## config.mk

```make
export PLATFORM = sky130hd
export DESIGN_NAME = swbm_ram
export DESIGN_NICKNAME = d
export VERILOG_FILES = /design/src/rtl/sliding_window_bitrate_meter_unit_macros.svh /design/src/rtl/swbm_ram.sv
export SDC_FILE = /design/constraint.sdc
export NUM_CORES = 1
export LEC_CHECK = 0
export BUFFER_PORTS_ARGS = -buffer_cell sky130_fd_sc_hd__buf_2
export CAP_MARGIN = 0
export CORE_MARGIN = 4
export CORE_UTILIZATION = 40
export CTS_BUF_LIST = sky130_fd_sc_hd__clkbuf_8
export DETAILED_ROUTE_END_ITERATION = 6
export GPL_ROUTABILITY_DRIVEN = 0
export PLACE_DENSITY_LB_ADDON = 0.05
export RECOVER_POWER = 25
export SLEW_MARGIN = 10
export SYNTH_ARGS = -nofsm -noshare
export SYNTH_HDL_FRONTEND = slang
export SYNTH_SLANG_ARGS = --single-unit
export TNS_END_PERCENT = 30
```

## constraint.sdc

```tcl
create_clock -name clk -period 2.6 [get_ports clk]
set_input_delay 0.26 -clock clk [delete_from_list [all_inputs] [get_ports clk]]
set_output_delay 0.26 -clock clk [all_outputs]
set_load 0.02 [all_outputs]
```

## src/rtl/sliding_window_bitrate_meter_unit_macros.svh

```systemverilog
// assertion macros for the sliding window bitrate meter
// expects clk and rst_n in the scope of use
`ifndef SLIDING_WINDOW_BITRATE_METER_UNIT_MACROS_SVH
`define SLIDING_WINDOW_BITRATE_METER_UNIT_MACROS_SVH

// condition implies property in the same cycle
`define SWBM_ASSERT_IMP(label, cond, prop) \
    label: assert property (@(posedge clk) disable iff (!rst_n) (cond) |-> (prop)) \
        else $error("swbm assertion failed");

// condition implies property in the next cycle
`define SWBM_ASSERT_NEXT(label, cond, prop) \
    label: assert property (@(posedge clk) disable iff (!rst_n) (cond) |=> (prop)) \
        else $error("swbm assertion failed");

`endif

```

## src/rtl/swbm_ram.sv

```systemverilog
// generic single write port ram with registered read
// no dependencies
`default_nettype none

module swbm_ram #(
    parameter int WIDTH = 8,
    parameter int DEPTH = 16
) (
    input  wire logic                     clk,
    input  wire logic                     we,
    input  wire logic [$clog2(DEPTH)-1:0] waddr,
    input  wire logic [WIDTH-1:0]         wdata,
    input  wire logic [$clog2(DEPTH)-1:0] raddr,
    output logic      [WIDTH-1:0]         rdata
);

    logic [WIDTH-1:0] mem [DEPTH];

    always_ff @(posedge clk)
    begin
        if (we)
        begin
            mem[waddr] <= wdata;
        end
        rdata <= mem[raddr];
    end

endmodule

`default_nettype wire

```

==> impl_metrics.csv, run 1 <==
group,metric,value,unit
status,status,"finished, final reports clean",
global_route,grt_max_degree,33,
worst_setup_path,crit_fanout,14,
placed_design,dp_hpwl,6489,µm
sta,fin_skew,0.005920,ns
routing,finalWirelength,10260,µm
clock_tree,ctsResizeCount,0,
run,cap_violations,0,
sta,worst_pin_slew,0.7982,ns
sta,timing.hold.ws,0.2265,ns
routing,routedWlPerCell,21.97,µm
sta,fmax,676.7,MHz
floorplanning,die_area,14750,µm²
global_route,grt_overflow_total,0,
worst_hold_path,hold_path_class,"in2reg",
clock_tree,cts_buffer_depth,2,
logic_synthesis,synth_seq_area_share,77.78,%
layout,areaGrowthSynthToFinish,15.05,%
placed_design,portBuffers,25,
routing,drtPass1Iterations,4,
placed_design,place_ws,0.5720,ns
logic_synthesis,synth_cells,229,
clock_tree,h-tree-depth,4,
layout,antenna_cells,0,
logic_synthesis,syn_area,5147,µm²
clock_tree,cts_hold_buf,0,
pwr,powerDensity,730.8,nW/µm²
clock_tree,clock_sinks,136,
layout,layout.nets,300,
worst_setup_path,critical_path_arrival,1.79,ns
sta,min_period,1.478,ns
pwr,leakage,1.983,nW
clock_tree,insertion_delay,0.43,ns
floorplanning,num_rows,41,
layout,layout-drive-gt1-share,28.47,%
global_route,grt_use_total,15.17,%
sta,slew_headroom,46.68,%
worst_setup_path,start_kind,"input pin",
routing,ant_nets,0,
worst_hold_path,hold_path_depth,1,
worst_setup_path,critPathRequiredTime,2.91,ns
sta,fin_crit_sh,56.84,%
sta,hold_violations,0,
floorplanning,die_w,121.4,µm
logic_synthesis,syn_area_per_cell,22.48,µm²
pwr,p_total,0.004328,W
global_route,grt_pass1_vias,2477,
worst_setup_path,endpoint_kind,"flop",
floorplanning,die-height,121.4,µm
floorplanning,core,12620,µm²
worst_setup_path,r2r_cells,3,
sta,rsz0062_at_grt,"false",
logic_synthesis,ys_ff_latch,136,
layout,n_fill_cell,1116,
routing,via_per_inst,5.090,
pwr,vdd_drop_max,311.8,µV
clock_tree,clkSlewWorstSetupHoldPaths,0.07,ns
sta,setup_tns,0,ns
logic_synthesis,syn_nets,247,
floorplanning,pin_count,26,
layout,postLayoutCoreUtil,46.93,%
logic_synthesis,synth_cell_type_count,19,
global_route,antenna_found_initial,0,
worst_setup_path,path_class,"in2reg",
clock_tree,cts_setup_buffers,0,
sta,finalMaxSlewViolations,0,
routing,via_count,2377,
clock_tree,numCtsBuffers,17,
routing,first_iter_violations,142,
floorplanning,initial_core_util,40.79,%
logic_synthesis,yosysWarnings,0,
clock_tree,clockRootBuffer,"clkbuf_8",
sta,setup_violations,0,
global_route,grt_pass1_wl,15300,µm
routing,drc_errors,0,
clock_tree,cts_tree,"yes",
sta,setup_slack,1.122,ns
==> sequential cells by signal (all words and copies together) (netlist names) <==
| name | flops |
|---|---|
| mem | 128 |
| rdata | 8 |
==> synthesized netlist by cell type <==
master	count	area [µm²]
nand2b_1	2	12.51
and2b_1	1	7.510
dfxtp_1	8	160.2
mux4_2	18	405.4
buf_6	3	33.78
nor2_1	13	48.80
edfxtp_1	128	3844
buf_4	1	7.510
nand2_1	9	33.78
mux4_1	14	367.9
or3b_2	1	8.760
nand3_1	1	5.000
nand3b_1	2	15.01
buf_2	3	15.01
nor2b_1	1	6.260
nor3_1	4	20.02
and2_1	1	6.260
clkdlybuf4s25_2	3	30.03
a22oi_1	16	120.1
==> routing by layer <==
layer	vias up	GRT usage, %	part of all wire (%)
met3	19	4.242	3.4
met1	1232	20.42	46
met5	-	0	0
met2	47	22.97	48
li1	1079	-	-
met4	0	7.003	2.4
==> cells in the final DEF, fill, tap and decap left out, drive strengths merged, types with 2 or more instances in the layout <==
| master | n |
|---|---|
| clkinv | 8 |
| a22oi | 16 |
| bufinv | 2 |
| dfxtp | 8 |
| nor2 | 13 |
| mux4 | 32 |
| buf | 38 |
| inv | 2 |
| nand3b | 2 |
| clkbuf | 25 |
| nand2 | 9 |
| nor3 | 4 |
| nand2b | 2 |
| edfxtp | 128 |
==> cells by family after synthesis <==
kind of cell / synth area share [%]
compound gates: 2.334
buf+inv: 1.677
simple gates: 3.184
flops: 77.78
mux: 15.02
==> report_power, final <==
part	total [W]	internal (W)	switching [W]
logic	0.000239	0.0000954	0.000144
registers	0.00246	0.00245	0.0000146
clock network	0.00162	0.000876	0.000748
total	0.00433	0.00342	0.000907
==> worst max-delay path, stage by stage <==
cell	delay, ns
buf_2	0.36
buf_12	0.23
mux4_1	0.56
a22oi_1	0.27
nand2_1	0.09
==> final timing paths <==
kind,startpoint,to,slack (ns)
worst max register to register,mem[2][7],rdata[7],1.26
worst max-delay path,raddr[0],rdata[1],1.12
worst min register to register,mem[14][6],rdata[6],0.68
worst min-delay path,wdata[7],mem[0][7],0.23
==> layout make-up <==
class	instances	area, µm²	area share (%)
clock inverters	13	111.4	1.880
well taps	172	215.2	3.634
flip-flops and latches	136	4004	67.61
clock buffers	19	261.5	4.416
repair buffers	44	272.8	4.606
multi-input cells	83	1057	17.85
==> stage by stage <==
stage,area (µm²),instances
6_report,5922,467
5_1_grt,5922,467
3_5_place_dp,5557,435
3_3_place_gp,5557,435
4_1_cts,5929,467
2_1_floorplan,5147,229
Note: power is estimated with default switching activity, not from simulation.
==> run 2, diff against run 1 <==
--- a/config.mk
+++ b/config.mk
@@ -5,6 +5,7 @@
 export SDC_FILE = /design/constraint.sdc
 export NUM_CORES = 1
 export LEC_CHECK = 0
+export ABC_AREA = 1
 export BUFFER_PORTS_ARGS = -buffer_cell sky130_fd_sc_hd__buf_2
 export CAP_MARGIN = 0
 export CORE_MARGIN = 4
==> constraint.sdc (replaced) <==
create_clock -name clk -period 1.2 [get_ports clk]
set_input_delay 0.12 -clock clk [delete_from_list [all_inputs] [get_ports clk]]
set_output_delay 0.12 -clock clk [all_outputs]
set_load 0.02 [all_outputs]
==> impl_metrics.csv, run 2 <==
group,metric,value,unit
floorplanning,die-height,128.1,µm
sta,setup_violations,0,
worst_setup_path,path_class,"reg2out",
status,status,"finished, final reports clean",
clock_tree,numCtsBuffers,17,
layout,layout.nets,617,
worst_setup_path,cp_num_cells,1,
logic_synthesis,syn_area,5767,µm²
global_route,antenna_found_initial,0,
floorplanning,initial_core_util,41.23,%
routing,drtPass1Iterations,4,
layout,regMostFlops,"mem",
logic_synthesis,yosysWarnings,0,
layout,reg_top3,"mem x128, rdata x8",
layout,final_common_cell,"nand2_1",
floorplanning,core,13990,µm²
logic_synthesis,synth.most_common_cell,"nand2_1",
clock_tree,h-tree-depth,4,
clock_tree,cts_setup_buffers,0,
layout,areaGrowthSynthToFinish,13.67,%
pwr,p_total,0.009477,W
global_route,grt_use_total,17.79,%
pwr,p_comb_share,7.5,%
clock_tree,insertion_delay,0.44,ns
global_route,met2_usage,29.11,%
clock_tree,cts_tree,"yes",
worst_hold_path,hold_path_class,"in2reg",
logic_synthesis,synthTopCellsByArea,"edfxtp_1 (67%), nand2_1 (11%), nand3_1 (8.4%), inv_1 (6.5%), dfxtp_1 (2.8%)",
sta,min_period,1.101,ns
clock_tree,cts_buffer_depth,2,
layout,final_cell_mix,"nand2_1 (173), edfxtp_1 (128), inv_1 (101), nand3_1 (97), buf_4 (24)",
clock_tree,clock_sinks,136,
sta,rsz0062_at_grt,"false",
logic_synthesis,async_flop_share,0,%
pwr,switching_share,23.09,%
logic_synthesis,ys_ff_latch,136,
global_route,grt_max_degree,49,
routing,routedWlPerCell,17.11,µm
layout,n_fill_cell,1371,
worst_setup_path,endpoint_kind,"output pin",
routing,via_per_inst,4.727,
worst_setup_path,start_kind,"flop",
clock_tree,clkSlewWorstSetupHoldPaths,0.08,ns
global_route,grt_pass1_wl,21050,µm
global_route,gr-usage-met1,22.61,%
pwr,pwr-share-clk,36.2,%
clock_tree,ctsResizeCount,0,
sta,hold_violations,0,
global_route,grt_overflow_total,0,
logic_synthesis,yosys.area.top_type,"edfxtp_1",
sta,fmax,908.5,MHz
worst_setup_path,critPathTopFamily,"flip-flops",
worst_setup_path,crit_chain,"buf_2",
floorplanning,die_w,128.1,µm
logic_synthesis,syn_nets,569,
worst_setup_path,rr_startpoint,"mem[0][3]",
pwr,p_seq_share,56.3,%
logic_synthesis,synth_cells,551,
worst_setup_path,r2r_cells,6,
logic_synthesis,synth_top_area_share,66.65,%
logic_synthesis,synthTopCellsByCount,"nand2_1 (173), edfxtp_1 (128), inv_1 (100)",
sta,worst_pin_slew,0.9313,ns
layout,largest_register_ffs,128,
placed_design,portBuffers,25,
worst_setup_path,slowest_delay,0.36,ns
logic_synthesis,synth_edf_count,128,
sta,finalMaxSlewViolations,0,
pwr,p_sw,0.002189,W
floorplanning,num_rows,43,
worst_setup_path,crit_fanout,1,
sta,fin_crit_sh,91.72,%
routing,ant_nets,0,
run,cap_violations,0,
worst_setup_path,crit_path_top_delay_cell,"dfxtp_1",
pwr,leakage,2.843,nW
worst_setup_path,endpoint,"rdata[2]",
worst_setup_path,startpoint,"rdata[2]",
placed_design,dp_hpwl,8761,µm
floorplanning,pin_count,26,
global_route,grt_pass1_vias,3758,
routing,finalWirelength,13550,µm
logic_synthesis,syn_area_per_cell,10.47,µm²
clock_tree,cts_hold_buf,0,
worst_setup_path,critPathRequiredTime,1.08,ns
global_route,met3_usage,4.667,%
pwr,vdd_drop_max,800.8,µV
floorplanning,die_area,16400,µm²
clock_tree,clockRootBuffer,"clkbuf_8",
global_route,grt_most_used_layer,"met2",
layout,antenna_cells,0,
logic_synthesis,synth_cell_type_count,12,
logic_synthesis,synth_seq_area_share,69.43,%
logic_synthesis,synthFlopType,"edfxtp_1",
worst_setup_path,r2r_end,"rdata[3]",
layout,layout-drive-gt1-share,11.93,%
pwr,internal-power,0.007288,W
routing,via_count,3744,
sta,setup_tns,0,ns
routing,drc_errors,0,
worst_setup_path,critical_path_arrival,0.98,ns
routing,first_iter_violations,226,
pwr,powerDensity,1446,nW/µm²
sta,slew_headroom,37.91,%
worst_setup_path,reg2reg_slack,0.18,ns
sta,fin_skew,0.01027,ns
worst_setup_path,cp_num_buf_inv,1,
-- run 2: layout make-up --
class	instances	area [µm²]	share of cell area (%)
Inverter	102	382.9	5.841
Clock inverter	15	117.6	1.794
Timing Repair Buffer	53	377.9	5.764
Clock buffer	17	234.0	3.569
Multi-Input combinational cell	289	1214	18.51
Tap cell	180	225.2	3.436
Sequential cell	136	4004	61.08
-- run 2: worst min-delay path by stage --
stage             start        end  slack (ns)  depth (start not counted)
2_1_floorplan  wdata[0]  mem[0][0]        0.22                          0
3_3_place_gp   rdata[6]   rdata[6]        0.54                          1
3_5_place_dp   rdata[6]   rdata[6]        0.54                          1
4_1_cts        wdata[4]  mem[9][4]        0.07                          1
5_1_grt        raddr[3]   rdata[1]        0.11                          4
6_report       raddr[3]   rdata[1]        0.13                          4
-- run 2: cell families after synthesis --
kind of cell           count (synthesis)  synth area share, %
buffers and inverters                126                9.525
flip-flops                           136                69.43
AND/OR/NAND/NOR                      289                21.05
-- run 2: power by group through the flow --
stage	sequential, W	combinational [W]	clock (W)
after floorplan	0.00547	0.000375	0
after global placement	0.00544	0.000728	0
after detailed placement	0.00544	0.000734	0
after CTS	0.00534	0.000736	0.00352
after global routing	0.00534	0.000799	0.00379
final	0.00534	0.000714	0.00343
-- run 2: per-stage QoR --
stage	cells	area, µm²	hold slack (ns)	utilization (%)	setup WS (ns)
2_1_floorplan	551	5767	0.2189	-	0.1292
3_3_place_gp	760	6211	0.5380	44.40	0.006115
3_5_place_dp	760	6211	0.5401	44.40	0.003661
4_1_cts	792	6563	0.07276	46.91	0.05283
5_1_grt	792	6555	0.1073	46.86	0.03697
6_report	792	6555	0.1298	46.86	0.09934
-- run 2: metal layers --
metal	vias up	part of all wire [%]	wire length, µm
li1	1865	-	-
met1	1775	44	5971
met2	78	49	6603
met3	26	4.6	618
met4	0	2.6	357
met5	-	0	0
