### config.mk
export PLATFORM = sky130hd
export DESIGN_NAME = swbm_muldiv
export DESIGN_NICKNAME = d
export VERILOG_FILES = /design/src/rtl/sliding_window_bitrate_meter_unit_macros.svh /design/src/rtl/swbm_pkg.sv /design/src/rtl/swbm_muldiv.sv
export SDC_FILE = /design/constraint.sdc
export NUM_CORES = 1
export LEC_CHECK = 0
export ABC_AREA = 1
export BUFFER_PORTS_ARGS = -buffer_cell sky130_fd_sc_hd__buf_2
export CORE_MARGIN = 2
export CORE_UTILIZATION = 55
export CTS_BUF_LIST = sky130_fd_sc_hd__clkbuf_8
export CTS_CLUSTER_SIZE = 24
export DETAILED_ROUTE_END_ITERATION = 7
export GPL_ROUTABILITY_DRIVEN = 1
export GPL_TIMING_DRIVEN = 0
export PLACE_DENSITY = 0.72
export SYNTH_ARGS = -nofsm -noshare
export SYNTH_HDL_FRONTEND = slang
export SYNTH_SLANG_ARGS = --single-unit
### constraint.sdc
create_clock -name clk -period 25.7 [get_ports clk]
set_input_delay 5.14 -clock clk [delete_from_list [all_inputs] [get_ports clk]]
set_output_delay 5.14 -clock clk [all_outputs]
set_load 0.005 [all_outputs]
### src/rtl/sliding_window_bitrate_meter_unit_macros.svh
// assertion macros for the sliding window bitrate meter
// expects clk and rst_n in the scope of use
`ifndef SLIDING_WINDOW_BITRATE_METER_UNIT_MACROS_SVH
`define SLIDING_WINDOW_BITRATE_METER_UNIT_MACROS_SVH

// condition implies property in the same cycle
`define SWBM_ASSERT_IMP(label, cond, prop) \
    label: assert property (@(posedge clk) disable iff (!rst_n) (cond) |-> (prop)) \
        else $error("swbm assertion failed");

// condition implies property in the next cycle
`define SWBM_ASSERT_NEXT(label, cond, prop) \
    label: assert property (@(posedge clk) disable iff (!rst_n) (cond) |=> (prop)) \
        else $error("swbm assertion failed");

`endif

### src/rtl/swbm_pkg.sv
// shared constants and types of the sliding window bitrate meter
// no dependencies
`default_nettype none

package swbm_pkg;

    localparam int WINDOW_DEPTH = 128;
    localparam int ADDR_W       = $clog2(WINDOW_DEPTH);
    localparam int CNT_W        = ADDR_W + 1;

    localparam int FPS_W        = 8;
    localparam int SIZE_W       = 24;
    localparam int COUNT_W      = 32;
    localparam int SUM_W        = 32;
    localparam int TOTAL_W      = 56;
    localparam int RATE_W       = 31;
    localparam int PROD_W       = TOTAL_W + FPS_W;
    localparam int QCNT_W       = $clog2(RATE_W);
    localparam int OUT_W        = 96;

    localparam logic [FPS_W-1:0]   FPS_RESET = 8'd25;
    localparam logic [RATE_W-1:0]  RATE_MAX  = {RATE_W{1'b1}};
    localparam logic [COUNT_W-1:0] COUNT_MAX = {COUNT_W{1'b1}};
    localparam logic [TOTAL_W-1:0] TOTAL_MAX = {TOTAL_W{1'b1}};

    // request to the shared multiply-divide unit
    typedef struct packed {
        logic               start;
        logic [TOTAL_W-1:0] operand;
        logic [FPS_W-1:0]   scale;
        logic [COUNT_W-1:0] divisor;
    } md_req_t;

    // status from the shared multiply-divide unit
    typedef struct packed {
        logic              done;
        logic [RATE_W-1:0] quotient;
    } md_rsp_t;

endpackage

`default_nettype wire

### src/rtl/swbm_muldiv.sv
// shared multiply then restoring divide unit, saturating 31-bit quotient
// depends on swbm_pkg
`default_nettype none

module swbm_muldiv (
    input  wire logic             clk,
    input  wire logic             rst_n,
    input  wire swbm_pkg::md_req_t req,
    output swbm_pkg::md_rsp_t     rsp
);

    typedef enum logic [3:0] {
        MD_IDLE = 4'b0001,
        MD_MUL  = 4'b0010,
        MD_CHK  = 4'b0100,
        MD_DIV  = 4'b1000
    } md_state_t;

    md_state_t                          state_reg, state_next;
    logic [swbm_pkg::TOTAL_W-1:0]       op_reg, op_next;
    logic [swbm_pkg::FPS_W-1:0]         scale_reg, scale_next;
    logic [swbm_pkg::COUNT_W-1:0]       div_reg, div_next;
    logic [swbm_pkg::PROD_W-1:0]        prod_reg, prod_next;
    logic [swbm_pkg::COUNT_W-1:0]       rem_reg, rem_next;
    logic [swbm_pkg::RATE_W-1:0]        quo_reg, quo_next;
    logic [swbm_pkg::QCNT_W-1:0]        cnt_reg, cnt_next;
    logic                               done_reg, done_next;
    logic [swbm_pkg::RATE_W-1:0]        result_reg, result_next;
    logic [swbm_pkg::COUNT_W:0]         top;
    logic [swbm_pkg::COUNT_W:0]         trial;
    logic [swbm_pkg::COUNT_W:0]         diff;
    logic                               qbit;

    assign top   = prod_reg[swbm_pkg::PROD_W-1:swbm_pkg::RATE_W];
    assign trial = {rem_reg, prod_reg[swbm_pkg::PROD_W-1]};
    assign diff  = trial - {1'b0, div_reg};
    assign qbit  = (trial >= {1'b0, div_reg});

    always_comb
    begin
        state_next  = state_reg;
        op_next     = op_reg;
        scale_next  = scale_reg;
        div_next    = div_reg;
        prod_next   = prod_reg;
        rem_next    = rem_reg;
        quo_next    = quo_reg;
        cnt_next    = cnt_reg;
        done_next   = 1'b0;
        result_next = result_reg;
        unique case (state_reg)
            MD_IDLE:
            begin
                if (req.start)
                begin
                    op_next    = req.operand;
                    scale_next = req.scale;
                    div_next   = req.divisor;
                    state_next = MD_MUL;
                end
            end
            MD_MUL:
            begin
                prod_next  = swbm_pkg::PROD_W'(op_reg) * swbm_pkg::PROD_W'(scale_reg);
                state_next = MD_CHK;
            end
            MD_CHK:
            begin
                // quotient does not fit in 31 bits: saturate
                if (top >= {1'b0, div_reg})
                begin
                    result_next = swbm_pkg::RATE_MAX;
                    done_next   = 1'b1;
                    state_next  = MD_IDLE;
                end
                else
                begin
                    rem_next   = top[swbm_pkg::COUNT_W-1:0];
                    prod_next  = {prod_reg[swbm_pkg::RATE_W-1:0],
                                  {(swbm_pkg::PROD_W - swbm_pkg::RATE_W){1'b0}}};
                    quo_next   = '0;
                    cnt_next   = swbm_pkg::QCNT_W'(swbm_pkg::RATE_W - 1);
                    state_next = MD_DIV;
                end
            end
            MD_DIV:
            begin
                rem_next  = qbit ? diff[swbm_pkg::COUNT_W-1:0] : trial[swbm_pkg::COUNT_W-1:0];
                quo_next  = {quo_reg[swbm_pkg::RATE_W-2:0], qbit};
                prod_next = {prod_reg[swbm_pkg::PROD_W-2:0], 1'b0};
                if (cnt_reg == '0)
                begin
                    result_next = {quo_reg[swbm_pkg::RATE_W-2:0], qbit};
                    done_next   = 1'b1;
                    state_next  = MD_IDLE;
                end
                else
                begin
                    cnt_next = cnt_reg - 1'b1;
                end
            end
            default:
            begin
                state_next = MD_IDLE;
            end
        endcase
    end

    always_ff @(posedge clk or negedge rst_n)
    begin
        if (!rst_n)
        begin
            state_reg <= MD_IDLE;
            done_reg  <= 1'b0;
        end
        else
        begin
            state_reg <= state_next;
            done_reg  <= done_next;
        end
    end

    always_ff @(posedge clk)
    begin
        op_reg     <= op_next;
        scale_reg  <= scale_next;
        div_reg    <= div_next;
        prod_reg   <= prod_next;
        rem_reg    <= rem_next;
        quo_reg    <= quo_next;
        cnt_reg    <= cnt_next;
        result_reg <= result_next;
    end

    assign rsp.done     = done_reg;
    assign rsp.quotient = result_reg;

endmodule

`default_nettype wire

==> qor.yml, run 1 <==
grt:
  antenna_found_initial: 0
  grt_max_degree: 36
  grt_pass1_vias: 25100
  grt_usage_pct: 30.9
  overflow: 0
  grt_pass1_wl_mm: 135
logic_synthesis:
  synth_cells: 4122
  synth_flop_cell: "edfxtp_1"
  yosysSeqAreaShare_pct: 26.0
  syn_area_um2: 30200
  synth_edf_count: 258
  yosysWarningCount: 0
  synth-seq-cells: 263
  yosysUniqueCellTypes: 47
  avgSynthCellArea_um2: 7.33
  synth_nets: 4695
  synthArstFlopShare_pct: 1.90
clocking:
  clk_latency_ns: 0.69
  cts.clk_slew.worst_paths_ns: 0.06
  cts_resized: 0
  post_cts_buffers: 0
  cts_buffer_depth: 3
  cts_tree: "built"
  cts_buffers: 48
  ctsHoldBuffers: 0
  cts_root_buf: "clkbuf_8"
  cts_num_sinks: 263
  htreeDepth: 2
setup_path:
  cp-start-kind: "input port"
  cp_data_arrival_time_ns: 7.48
  cp_max_fo: 10
  worstSetupPathType: "input port to flop"
  cp.required_ns: 26.09
  end_kind: "flop"
cells_and_area:
  nFillCells: 5148
  num-nets-final: 4891
  largest_register_ffs: 64
  drive_gt1_share_pct: 7.92
  area_growth_pct: 8.75
  antenna_cells: 0
  register_area_um2: 7870
  multi_input_area_um2: 17400
floorplanning:
  dieArea_um2: 56900
  die_w_um: 238
  start_util_pct: 55.8
  die_y_um: 238
  core_area_um2: 54100
  io_pins: 131
  placementRows: 85
flow_run:
  maxCapViolations: 0
timing:
  maxSlewViolCount: 0
  hold_violations: 0
  rsz0062_at_grt: "false"
  timing.fmax_mhz: 141
  finalSetupViolCount: 0
  layout_min_cycle_time_ns: 7.09
  tns_ns: 0
  worst_pin_slew_ns: 1.37
  fin_crit_sh_pct: 27.6
  slew-limit-headroom_pct: 8.83
  finClkSkew_ns: 0.0594
detailed_routing:
  post_drt_wl_per_cell_um: 16.9
  firstDrtPassIters: 6
  drt_iter0_markers: 1818
  antenna_left: 0
  vias: 25300
  routed_wl_mm: 85.2
  via_per_inst: 5.01
  drc_errors: 0
placed_design:
  gp_congestion: 0.975
  dp.final_hpwl_mm: 69.9
  numPortBuffers: 130
outcome:
  status: "complete, no violations"
hold_path:
  worstHoldPathType: "flop to flop"
stage by stage:
stage	cells	util [%]	cell area, um2	hold WS, ns	setup WS (ns)
after detailed placement	4964	59.0	32000	0.504	17.85
after floorplan	4122	-	30200	0.478	10.72
after global placement	4948	58.7	31800	0.491	5.62
after global routing	5053	60.7	32900	0.522	18.43
final	5053	60.7	32900	0.513	18.61
after CTS	5053	60.7	32900	0.518	18.59
area by class of cell:
type	count	area share (%)
buffer	140	2.14
clock buffer	49	2.05
clock inverter	40	0.727
inverter	1136	13.0
multi-input combinational	2583	53.0
sequential	263	23.9
tap	696	2.65
timing repair buffer	146	2.52
cells in the mapped netlist (5+ instances only):
library cell / number / area [um2]
nand2_2: 11 / 68.8
nand3_2: 16 / 160
nor2_1: 198 / 743
ha_1: 149 / 1860
nor3_1: 17 / 85.1
nand4_1: 17 / 106
nand3_1: 147 / 736
inv_2: 5 / 18.8
and2_1: 8 / 50.1
nand2_1: 1393 / 5230
inv_1: 1131 / 4250
o21a_1: 5 / 37.5
buf_2: 6 / 30.0
o21ai_0: 92 / 460
xor2_1: 17 / 149
nand4_2: 6 / 75.1
edfxtp_1: 258 / 7750
clkbuf_2: 56 / 280
buf_1: 21 / 78.8
fa_1: 325 / 6510
nor2_2: 5 / 31.3
a21oi_1: 117 / 586
clkbuf_1: 46 / 173
nand3b_1: 14 / 105
o21bai_1: 13 / 97.6
cell usage in the layout, fill, tap and decap left out, types with 21 or more instances in the layout:
cell / n
nand2_1: 1393
inv_1: 1143
ha_1: 149
buf_1: 21
clkbuf_1: 46
nor2_1: 196
edfxtp_1: 258
buf_2: 136
o21ai_0: 91
a21oi_1: 117
fa_1: 325
nand3_1: 147
clkbuf_8: 50
clkbuf_2: 56
worst max-delay path, stage by stage:
cell and delay, ns:
buf_2 0.08, inv_1 0.06, nor4_2 0.70, buf_4 0.31, buf_4 0.21, buf_4 0.19, buf_4 0.19, buf_4 0.19
buf_4 0.19, buf_4 0.19
layer usage:
metal	routed length, um	track usage, %	share of wire, %
met5	0	0	0
met4	4530	14.7	5.3
met2	40300	52.5	47
met3	5540	4.79	6.5
met1	34800	38.7	41
worst paths after layout:
| kind | cells after the start | from | slack (ns) | end |
|---|---|---|---|---|
| worst max-delay path | 10 | req[96] | 18.61 | op_reg[15]$_DFFE_PP_ |
| min in group asynchronous | 1 | rst_n | 4.29 | state_reg[2]$_DFFE_PN0P_ |
| worst max register to register | 22 | scale_reg[7]$_DFFE_PP_ | 18.85 | prod_reg[40]$_DFFE_PP_ |
| max in group asynchronous | 1 | rst_n | 21.18 | state_reg[0]$_DFFE_PN1P_ |
| worst min register to register | 2 | quo_reg[21]$_SDFFCE_PP0P_ | 0.51 | result_reg[22]$_SDFFCE_PP1P_ |
| worst min-delay path | 2 | quo_reg[21]$_SDFFCE_PP0P_ | 0.51 | result_reg[22]$_SDFFCE_PP1P_ |
cell families after synthesis:
logic type / share of synthesized area [%]
simple gates: 25.0
buf+inv: 16.4
fa+ha+maj: 27.7
flops: 26.0
compound gates: 4.26
xor+xnor: 0.608
Power of run 1 is not shown: default switching activity piles up to over one toggle a cycle in this logic, so the estimate is an artifact.
==> run 2: changes to the inputs <==
==> constraint.sdc (replaced) <==
create_clock -name clk -period 7 [get_ports clk]
set_input_delay 1.4 -clock clk [delete_from_list [all_inputs] [get_ports clk]]
set_output_delay 1.4 -clock clk [all_outputs]
set_load 0.005 [all_outputs]
==> run 2 against run 1 <==
First-iteration DRC count is essentially flat. Worst hold slack improved by 0.0046 ns. Sequential share of layout area decreased by 0.071 points. Final cell count decreased by 0.24%. Critical path depth up 11. Design area grew 0.30%. Clock skew fell by 0.015 ns.
==> qor.yml, run 2 (same netlist as run 1, synthesis figures left out) <==
floorplanning:
  placementRows: 85  # unchanged
  start_util_pct: 55.8  # unchanged
  core_area_um2: 54100  # unchanged
  io_pins: 131  # unchanged
  dieArea_um2: 56900  # unchanged
  die_y_um: 238  # unchanged
  die_w_um: 238  # unchanged
grt:
  overflow: 0  # unchanged
  grt_pass1_vias: 25100  # -0.17%
  antenna_found_initial: 1  # +1
  grt_max_degree: 36  # unchanged
  grt_pass1_wl_mm: 135  # +0.16%
  grt_usage_pct: 30.9  # about the same
placed_design:
  numPortBuffers: 130  # unchanged
  dp.final_hpwl_mm: 70.1  # +0.22%
  gp_congestion: 0.988  # +1.3%
  pre_cts_ws_ns: 0.269  # -17.58 ns
  place_inst: 4959  # -0.10%
setup_path:
  rr_startpoint: "scale_reg[3]$_DFFE_PP_"
  r2r_slack_ns: 0.34  # -18.51 ns
  crit_end: "prod_reg[28]$_DFFE_PP_"
  ff2ff_path_depth: 21  # -4.5%
  cp_data_arrival_time_ns: 7.02  # -0.46 ns
  cp-start-kind: "flop"
  critPathLaunch: "scale_reg[3]$_DFFE_PP_"
  end_kind: "flop"
  cp_max_fo: 10  # unchanged
  worstReg2RegEnd: "prod_reg[28]$_DFFE_PP_"
  cp.required_ns: 7.36  # -18.73 ns
  worstSetupPathType: "flop to flop"
detailed_routing:
  vias: 25500  # +0.68%
  antenna_left: 0  # unchanged
  via_per_inst: 5.05  # +0.92%
  drt_iter0_markers: 1817  # -0.055%
  drc_errors: 0  # unchanged
  firstDrtPassIters: 8  # +2
  routed_wl_mm: 85.8  # +0.67%
  post_drt_wl_per_cell_um: 17.0  # +0.91%
clocking:
  cts_num_sinks: 263  # unchanged
  clk_latency_ns: 0.65  # -0.04 ns
  cts_buffers: 47  # -2.1%
  cts_tree: "built"
  cts_root_buf: "clkbuf_8"
  ctsHoldBuffers: 0  # unchanged
  htreeDepth: 2  # unchanged
  cts_buffer_depth: 3  # unchanged
  cts.clk_slew.worst_paths_ns: 0.07  # about the same
timing:
  worst_pin_slew_ns: 1.15  # -0.217 ns
  layout_min_cycle_time_ns: 6.66
  finClkSkew_ns: 0.0446  # -0.0148 ns
  timing.fmax_mhz: 150
  fin_crit_sh_pct: 95.1
  setup_ws_ns: 0.342  # -18.27 ns
  slew-limit-headroom_pct: 23.3  # +14 points
  maxSlewViolCount: 0  # unchanged
  tns_ns: 0  # unchanged
  rsz0062_at_grt: "false"
  finalSetupViolCount: 0  # unchanged
  fin_hold_ws_ns: 0.518  # +0.00458 ns
  hold_violations: 0  # unchanged
cells_and_area:
  area_growth_pct: 9.07
  largest_register_ffs: 64  # unchanged
  drive_gt1_share_pct: 7.97  # +0.047 points
  final_cell_mix: "nand2_1 (1,393), inv_1 (1,138), fa_1 (325)"
  layout.cells.non_filler: 5041  # -0.24%
  num-nets-final: 4884  # -0.14%
  final_common_cell: "nand2_1"
  nFillCells: 5003  # -2.8%
hold_path:
  worstHoldPathType: "flop to flop"
flow_run:
  maxCapViolations: 0  # unchanged
outcome:
  status: "complete, no violations"
## run 2: changes by cell type in the layout (fill, tap and decap cells not counted), moves of 2 or more
cell / delta
buf_4: -12
clkinvlp_4: -2
buf_6: +6
bufinv_16: +3
clkbuf_8: +4
inv_1: -5
clkinv_1: -7
buf_1: -2
## run 2: metal layers
layer | track usage (%) | up-vias | share of wire (%)
li1 | - | 12500 | -
met1 | 39.5 | 11900 | 41
met2 | 53.4 | 889 | 48
met3 | 3.59 | 177 | 6.4
met4 | 12.9 | 0 | 4.7
met5 | 0 | - | 0
## run 2: area by class of cell
type                            count  area [um2]  area share [%]
Tap cell                          696         871            2.64
Sequential cell                   263        7870            23.9
Buffer                            139         707            2.14
Inverter                         1136        4260            12.9
Multi-Input combinational cell   2583       17400            52.9
Antenna cell                        1        2.50         0.00759
Timing Repair Buffer              141         821            2.49
Clock buffer                       53         729            2.21
Clock inverter                     29         274           0.831
## run 2: what timing repair did
item / 4_1_cts / 5_1_grt
buffers inserted: 0 / 0
gates resized for setup: 0 / 3
endpoints found under the setup margin: 0 / 7
## run 2: critical path, cell delays in order (launching register included)
cell and delay [ns]:
edfxtp_1 0.35, clkbuf_1 0.76, buf_1 0.83, nand2_1 0.18, fa_1 0.53, fa_1 0.49, inv_1 0.06, fa_1 0.53
inv_1 0.05, fa_1 0.52, inv_1 0.04, ha_1 0.35, nand2_1 0.09, nand2_1 0.09, inv_1 0.08, nand2_1 0.05
nand2_1 0.05, nand3_1 0.20, nand3_1 0.14, nand2_1 0.16, o21ai_0 0.61, o21ai_0 0.19
## run 2: worst min path at each step
stage / startpoint / endpoint / slack (ns) / depth (start not counted)
2_1_floorplan: quo_reg[29]$_SDFFCE_PP0P_ / result_reg[30]$_SDFFCE_PP1P_ / 0.48 / 1
3_3_place_gp: quo_reg[29]$_SDFFCE_PP0P_ / result_reg[30]$_SDFFCE_PP1P_ / 0.48 / 1
3_5_place_dp: quo_reg[25]$_SDFFCE_PP0P_ / result_reg[26]$_SDFFCE_PP1P_ / 0.50 / 2
4_1_cts: quo_reg[21]$_SDFFCE_PP0P_ / result_reg[22]$_SDFFCE_PP1P_ / 0.52 / 2
5_1_grt: quo_reg[20]$_SDFFCE_PP0P_ / result_reg[21]$_SDFFCE_PP1P_ / 0.54 / 2
6_report: quo_reg[29]$_SDFFCE_PP0P_ / result_reg[30]$_SDFFCE_PP1P_ / 0.52 / 1
## run 2: stage by stage
step                util (%)  instance area [um2]
global route            60.9                33000
finish                  60.9                33000
detailed placement      59.1                32000
global placement        58.7                31800
floorplan                  -                30200
CTS                     60.9                33000
Power of run 2 is left out for the same reason.
